## config.mk

```make
export PLATFORM = sky130hd
export DESIGN_NAME = rgc_pipe_ctrl
export DESIGN_NICKNAME = d
export VERILOG_FILES = /design/src/design/rgc_pkg.sv /design/src/design/rgc_pipe_ctrl.sv
export SDC_FILE = /design/constraint.sdc
export NUM_CORES = 1
export LEC_CHECK = 0
export BUFFER_PORTS_ARGS = -buffer_cell sky130_fd_sc_hd__buf_4
export CAP_MARGIN = 0
export CORE_AREA = 2 2 39 41
export CTS_BUF_LIST = sky130_fd_sc_hd__clkbuf_4
export DETAILED_ROUTE_END_ITERATION = 16
export DIE_AREA = 0 0 41 43
export GPL_ROUTABILITY_DRIVEN = 0
export HOLD_SLACK_MARGIN = 0.02
export PLACE_DENSITY = 0.55
export SLEW_MARGIN = 15
export SYNTH_ARGS = -nofsm -noshare
export SYNTH_HDL_FRONTEND = slang
export SYNTH_SLANG_ARGS = --single-unit
export TNS_END_PERCENT = 10
```

## constraint.sdc

```tcl
create_clock -name clk -period 1.25 [get_ports clk]
set_input_delay 0 -clock clk [delete_from_list [all_inputs] [get_ports clk]]
set_output_delay 0 -clock clk [all_outputs]
set_load 0.01 [all_outputs]
```

## src/design/rgc_pkg.sv

```systemverilog
// ----------------------------------------------------------------------------
// rgc_pkg
// Shared widths, the log2 ratio table and pipeline control types for the
// RGB gamma correction block.
// ----------------------------------------------------------------------------
package rgc_pkg;

  localparam int PIX_W       = 8;              // channel width
  localparam int G_W         = 16;             // gamma register width, Q4.12
  localparam int Q_FRAC      = 12;             // gamma fraction bits
  localparam int LG_FRAC     = 30;             // log2 fraction bits
  localparam int LG_W        = LG_FRAC + 3;    // Q3.30 covers lg(255)
  localparam int RHS_W       = G_W + LG_W;     // gamma * log ratio
  localparam int TAB_N       = 1 << PIX_W;
  localparam int SRCH_STAGES = PIX_W;          // one result bit per stage
  localparam int STAGES      = SRCH_STAGES + 2;

  localparam logic [G_W-1:0] GAMMA_RESET = G_W'(1 << Q_FRAC);  // 1.0

  typedef logic [LG_W-1:0] lr_tab_t [TAB_N];

  typedef struct packed {
    logic [STAGES-1:0] load;   // stage i takes a new word this cycle
  } rgc_ctl_t;

  // log2(k), Q.30, squaring the mantissa with truncation each step.
  // Elaboration only.
  function automatic logic [LG_W-1:0] lg_q30(input int unsigned k);
    logic [63:0] m;
    logic [63:0] r;
    int unsigned e;
    int          i;
    e = 0;
    for (i = 0; i < PIX_W - 1; i++) begin
      if ((k >> (i + 1)) != 0) e = i + 1;
    end
    m = 64'(k) << (LG_FRAC - e);
    r = 64'(e) << LG_FRAC;
    for (i = 1; i <= LG_FRAC; i++) begin
      m = (m * m) >> LG_FRAC;
      if (m >= (64'd2 << LG_FRAC)) begin
        m = m >> 1;
        r = r | (64'd1 << (LG_FRAC - i));
      end
    end
    return LG_W'(r);
  endfunction

  // lg(255) - lg(k); the entry for zero is never used.
  function automatic lr_tab_t build_lr_tab();
    lr_tab_t          t;
    logic [LG_W-1:0] top;
    int               k;
    top  = lg_q30(TAB_N - 1);
    t[0] = '0;
    for (k = 1; k < TAB_N; k++) begin
      t[k] = top - lg_q30(k);
    end
    return t;
  endfunction

  localparam lr_tab_t LR_TAB = build_lr_tab();

  function automatic logic [LG_W-1:0] lr_of(input logic [PIX_W-1:0] k);
    return LR_TAB[k];
  endfunction

endpackage

```

## src/design/rgc_pipe_ctrl.sv

```systemverilog
// ----------------------------------------------------------------------------
// rgc_pipe_ctrl
// Valid bits and per-stage load enables; bubbles collapse under a stall.
// ----------------------------------------------------------------------------
module rgc_pipe_ctrl (
  input  logic              clk,
  input  logic              rst_n,
  input  logic              in_valid,
  output logic              in_ready,
  output logic              out_valid,
  input  logic              out_ready,
  output rgc_pkg::rgc_ctl_t ctl
);

  logic [rgc_pkg::STAGES-1:0] valid_r;
  logic [rgc_pkg::STAGES-1:0] valid_nxt;
  logic [rgc_pkg::STAGES-1:0] load;

  // a stage loads when it is empty or its word moves on
  always_comb begin
    load[rgc_pkg::STAGES-1] = !valid_r[rgc_pkg::STAGES-1] || out_ready;
    for (int i = rgc_pkg::STAGES - 2; i >= 0; i--) begin
      load[i] = !valid_r[i] || load[i+1];
    end
  end

  always_comb begin
    valid_nxt = valid_r;
    if (load[0]) valid_nxt[0] = in_valid;
    for (int i = 1; i < rgc_pkg::STAGES; i++) begin
      if (load[i]) valid_nxt[i] = valid_r[i-1];
    end
  end

  always_ff @(posedge clk) begin
    if (!rst_n) begin
      valid_r <= '0;
    end else begin
      valid_r <= valid_nxt;
    end
  end

  assign in_ready  = load[0];
  assign out_valid = valid_r[rgc_pkg::STAGES-1];
  assign ctl.load  = load;

`ifndef SYNTHESIS
  // words in flight track accepted minus delivered
  a_conserve: assert property (@(posedge clk) disable iff (!rst_n)
    1'b1 |=> ($countones(valid_r) == $countones($past(valid_r))
              + ($past(in_valid && in_ready) ? 1 : 0)
              - ($past(out_valid && out_ready) ? 1 : 0)))
    else $error("rgc: word count mismatch");

  // a held word never drops out of its stage
  a_hold: assert property (@(posedge clk) disable iff (!rst_n)
    1'b1 |=> (($past(valid_r & ~load) & ~valid_r) == '0))
    else $error("rgc: held word lost");

  // any bubble lets a new word in
  a_bubble: assert property (@(posedge clk) disable iff (!rst_n)
    (valid_r != '1) |-> in_ready)
    else $error("rgc: stalled with a bubble");
`endif

endmodule

```

==> impl_metrics.xml <==
<?xml version="1.0" encoding="UTF-8"?>
<metrics>
  <group name="floorplan">
    <metric name="die_x" unit="um">41</metric>
    <metric name="start_util" unit="">0.3074</metric>
    <metric name="die_height" unit="um">43</metric>
    <metric name="fp.dieArea" unit="mm^2">0.001763</metric>
    <metric name="io_pins" unit="">16</metric>
    <metric name="rows" unit="">14</metric>
    <metric name="core_area" unit="mm^2">0.001384</metric>
  </group>
  <group name="power">
    <metric name="vdd.ir_drop.worst" unit="mV">0.3864</metric>
    <metric name="pwr_density_cell" unit="mW/mm^2">904.6</metric>
    <metric name="p_leak" unit="nW">0.2514</metric>
  </group>
  <group name="setup_path">
    <metric name="critPathArrivalTime" unit="ns">1.35</metric>
    <metric name="worstRegToRegCells" unit="">6</metric>
    <metric name="worstSetupEndpointType" unit="">output port</metric>
    <metric name="critPathLaunchType" unit="">flop</metric>
    <metric name="critPathMaxFanout" unit="">5</metric>
    <metric name="timing_worst_setup_path_type" unit="">reg2out</metric>
    <metric name="cpMaxStageDelayCell" unit="">sky130_fd_sc_hd__dfxtp_2</metric>
    <metric name="slowest_delay" unit="ns">0.32</metric>
    <metric name="critPathRequiredTime" unit="ns">1.25</metric>
    <metric name="worst_path_cell_trace" unit="">and4b_1, and3_4, nand4_1, buf_4</metric>
  </group>
  <group name="timing">
    <metric name="timing.final.max_slew_violations" unit="">0</metric>
    <metric name="final.min_clock_period" unit="ns">1.345</metric>
    <metric name="max_clock_freq" unit="GHz">0.7435</metric>
    <metric name="final_report_hold_violation_count" unit="">0</metric>
    <metric name="finalWorstSetupSlack" unit="ns">-0.09506</metric>
    <metric name="tightest_slew" unit="ns">0.2326</metric>
    <metric name="finClkSkew" unit="ns">0.001821</metric>
    <metric name="rsz0062_at_grt" unit="">yes</metric>
    <metric name="headroom_to_the_max_slew_limit" unit="">0.8446</metric>
    <metric name="setup_viol" unit="">7</metric>
    <metric name="fin_crit_sh" unit="">1.076</metric>
  </group>
  <group name="layout">
    <metric name="final_cell_mix" unit="">17 x sky130_fd_sc_hd__buf_4, 10 x sky130_fd_sc_hd__nand2_1, 7 x sky130_fd_sc_hd__dfxtp_1</metric>
    <metric name="fillers" unit="">151</metric>
    <metric name="syn_to_final_growth" unit="%">50.00</metric>
    <metric name="num-nets-final" unit="">77</metric>
    <metric name="postLayoutCellArea" unit="um^2">638.1</metric>
    <metric name="regMostFlops" unit="">valid_r</metric>
    <metric name="largest_register_ff_count" unit="">10</metric>
    <metric name="top_regs" unit="">valid_r: 10 flops</metric>
    <metric name="antenna_cells" unit="">0</metric>
    <metric name="most_frequent_standard_cell_in_the_layout_excluding_fill_and_tap_cells" unit="">sky130_fd_sc_hd__buf_4</metric>
    <metric name="final_layout_size_suffix_gt1_frac" unit="">0.4722</metric>
  </group>
  <group name="routing">
    <metric name="ant_nets" unit="">0</metric>
    <metric name="routedWlPerCell" unit="um">10.14</metric>
    <metric name="route.vias.total" unit="">415</metric>
    <metric name="route.final.wire_length" unit="um">892</metric>
    <metric name="highest_layer" unit="">met4</metric>
    <metric name="detail_route_met2_wl" unit="um">437</metric>
    <metric name="drtPass1Iterations" unit="">4</metric>
    <metric name="route.layer.met1.wl" unit="um">373</metric>
    <metric name="remaining_drc_errors" unit="">0</metric>
    <metric name="wl_met3" unit="um">70</metric>
    <metric name="vias_per_cell" unit="">4.716</metric>
    <metric name="detail_route.iter0.violations" unit="">8</metric>
  </group>
  <group name="grt">
    <metric name="first_global_vias" unit="">323</metric>
    <metric name="globalRouteTotalUtil" unit="">0.1188</metric>
    <metric name="grt_antenna_before_repair" unit="">0</metric>
    <metric name="grt_start_max_net_pins" unit="">16</metric>
    <metric name="grt_pass1_wl" unit="um">1359</metric>
    <metric name="overflow" unit="">0</metric>
  </group>
  <group name="synthesis">
    <metric name="ys.warnings.count" unit="">0</metric>
    <metric name="ys_ff_latch" unit="">10</metric>
    <metric name="synth-adder-area-share" unit="">0</metric>
    <metric name="synth.area.top_cells" unit="">sky130_fd_sc_hd__dfxtp_1 47%, sky130_fd_sc_hd__nand2_1 8.8%, sky130_fd_sc_hd__o21ai_2 6.2%</metric>
    <metric name="synth_area_leader_cell" unit="">sky130_fd_sc_hd__dfxtp_1</metric>
    <metric name="postSynthAreaPerCell" unit="um^2">8.682</metric>
    <metric name="synth_compound_area_frac" unit="">0.1676</metric>
    <metric name="synth-xor-area-share" unit="">0</metric>
    <metric name="synth_mux_area_frac" unit="">0</metric>
    <metric name="seq_area_frac_synth" unit="">0.4706</metric>
    <metric name="syn_nets" unit="">53</metric>
    <metric name="synth_cell_types" unit="">19</metric>
    <metric name="portion_of_synthesized_cell_area_occupied_by_the_leading_cell_type" unit="">0.4706</metric>
    <metric name="synth_top_family_by_area" unit="">simple AND/OR/NAND/NOR gates</metric>
    <metric name="synth_simple_gate_area_frac" unit="">0.2853</metric>
    <metric name="syn_std_cell_area" unit="um^2">425.4</metric>
    <metric name="syn-instance-count" unit="">49</metric>
  </group>
  <group name="clocking">
    <metric name="worst_setup_hold_path_clk_slew" unit="ns">0.06</metric>
    <metric name="clkLatencyLatePin" unit="ns">0.26</metric>
    <metric name="tritoncts_clock_tree" unit="">built</metric>
    <metric name="cts_root_buf" unit="">sky130_fd_sc_hd__clkbuf_4</metric>
    <metric name="clock_sinks" unit="">10</metric>
    <metric name="cts_inserted_buffers" unit="">3</metric>
    <metric name="htreeDepth" unit="">1</metric>
    <metric name="clock_tree.buffer_depth" unit="">2</metric>
  </group>
  <group name="status">
    <metric name="violations" unit="">negative setup slack</metric>
    <metric name="status" unit="">complete, but fails checks</metric>
  </group>
  <group name="min_path">
    <metric name="timing.hold.worst_path_depth" unit="">2</metric>
    <metric name="hold_class" unit="">in2reg</metric>
  </group>
  <group name="placed_design">
    <metric name="dpl.hpwl" unit="um">630.3</metric>
    <metric name="placement.cell_area" unit="um^2">554.3</metric>
    <metric name="numPortBuffers" unit="">15</metric>
    <metric name="place_worst_setup_slack" unit="ns">0.1167</metric>
  </group>
  <group name="flow_run">
    <metric name="timing.max_cap.violations" unit="">0</metric>
  </group>
</metrics>
[layer usage]
metal	GRT usage	up-vias
met3	0.04712	2
li1	-	211
met4	0.1000	0
met1	0.1526	187
met2	0.1469	15
met5	0	-
[worst max-delay path: cells and delay by family (launching register included)]
| kind | cells | cell delay (ns) |
|---|---|---|
| flip-flops | 1 | 0.32 |
| AND/OR/NAND/NOR | 3 | 0.58 |
| buffers and inverters | 1 | 0.17 |
[cell usage after synthesis]
| cell | n |
|---|---|
| sky130_fd_sc_hd__dfxtp_1 | 10 |
| sky130_fd_sc_hd__nand2_1 | 10 |
| sky130_fd_sc_hd__nand3_1 | 4 |
| sky130_fd_sc_hd__o21a_1 | 3 |
| sky130_fd_sc_hd__o21ai_2 | 3 |
| sky130_fd_sc_hd__inv_1 | 2 |
| sky130_fd_sc_hd__inv_2 | 2 |
| sky130_fd_sc_hd__nand4_1 | 2 |
| sky130_fd_sc_hd__nor2b_1 | 2 |
| sky130_fd_sc_hd__o21ai_1 | 2 |
| sky130_fd_sc_hd__a21boi_1 | 1 |
| sky130_fd_sc_hd__a21oi_1 | 1 |
| sky130_fd_sc_hd__and3_1 | 1 |
| sky130_fd_sc_hd__and3_4 | 1 |
| sky130_fd_sc_hd__and4b_1 | 1 |
| sky130_fd_sc_hd__buf_4 | 1 |
| sky130_fd_sc_hd__clkbuf_1 | 1 |
| sky130_fd_sc_hd__inv_4 | 1 |
| sky130_fd_sc_hd__nor2_4 | 1 |
[path summary, 6_finish.rpt]
kind / start / slack [ns] / end
max reg2reg: valid_r[8]$_SDFFE_PN0P_ / 0.18 / valid_r[5]$_SDFFE_PN0P_
min reg2reg: valid_r[3]$_SDFFE_PN0P_ / 0.46 / valid_r[4]$_SDFFE_PN0P_
min: rst_n / 0.05 / valid_r[6]$_SDFFE_PN0P_
max: valid_r[8]$_SDFFE_PN0P_ / -0.1 / ctl[0]
[repair_timing]
item | in CTS | in global routing
hold buffers | 1 | 0
resized for setup | 5 | 2
pin swaps | 2 | 2
setup buffers | 2 | 2
endpoints found under the setup margin | 8 | 8
endpoints found under the hold margin | 1 | 0
[kinds of logic (layout without fill, tap and decap cells)]
| family | Yosys count | in the layout |
|---|---|---|
| simple gates | 22 | 22 |
| flops | 10 | 10 |
| compound gates | 10 | 10 |
| buf+inv | 7 | 30 |
[layout make-up]
cell class	count	area (um^2)	share of cell area
flip-flops and latches	10	203.9	0.3196
clock inverters	1	3.754	0.005882
multi-input cells	32	192.7	0.3020
repair buffers	21	171.4	0.2686
clock buffers	3	22.52	0.03529
well taps	16	20.02	0.03137
inverters	5	23.77	0.03725
[power breakdown]
group | leakage, nW | internal [mW] | switching [mW]
logic | 0.153 | 0.0133 | 0.0115
clock network | 0.0154 | 0.115 | 0.108
registers | 0.0827 | 0.324 | 0.00534
total | 0.251 | 0.452 | 0.125
[stage by stage]
stage / total power, mW / util / cells / hold slack [ns] / TNS [ns]
after global routing: 0.6130 / 0.4611 / 88 / 0.03698 / -0.8808
after global placement: 0.3583 / 0.4005 / 79 / 0.2014 / 0
final: 0.5772 / 0.4611 / 88 / 0.05195 / -0.3612
after CTS: 0.5881 / 0.4458 / 86 / 0.04409 / -0.3856
after detailed placement: 0.3583 / 0.4005 / 79 / 0.2070 / 0
after floorplan: 0.3458 / - / 49 / 0.1126 / 0
Note: power is estimated with default switching activity, not from simulation.
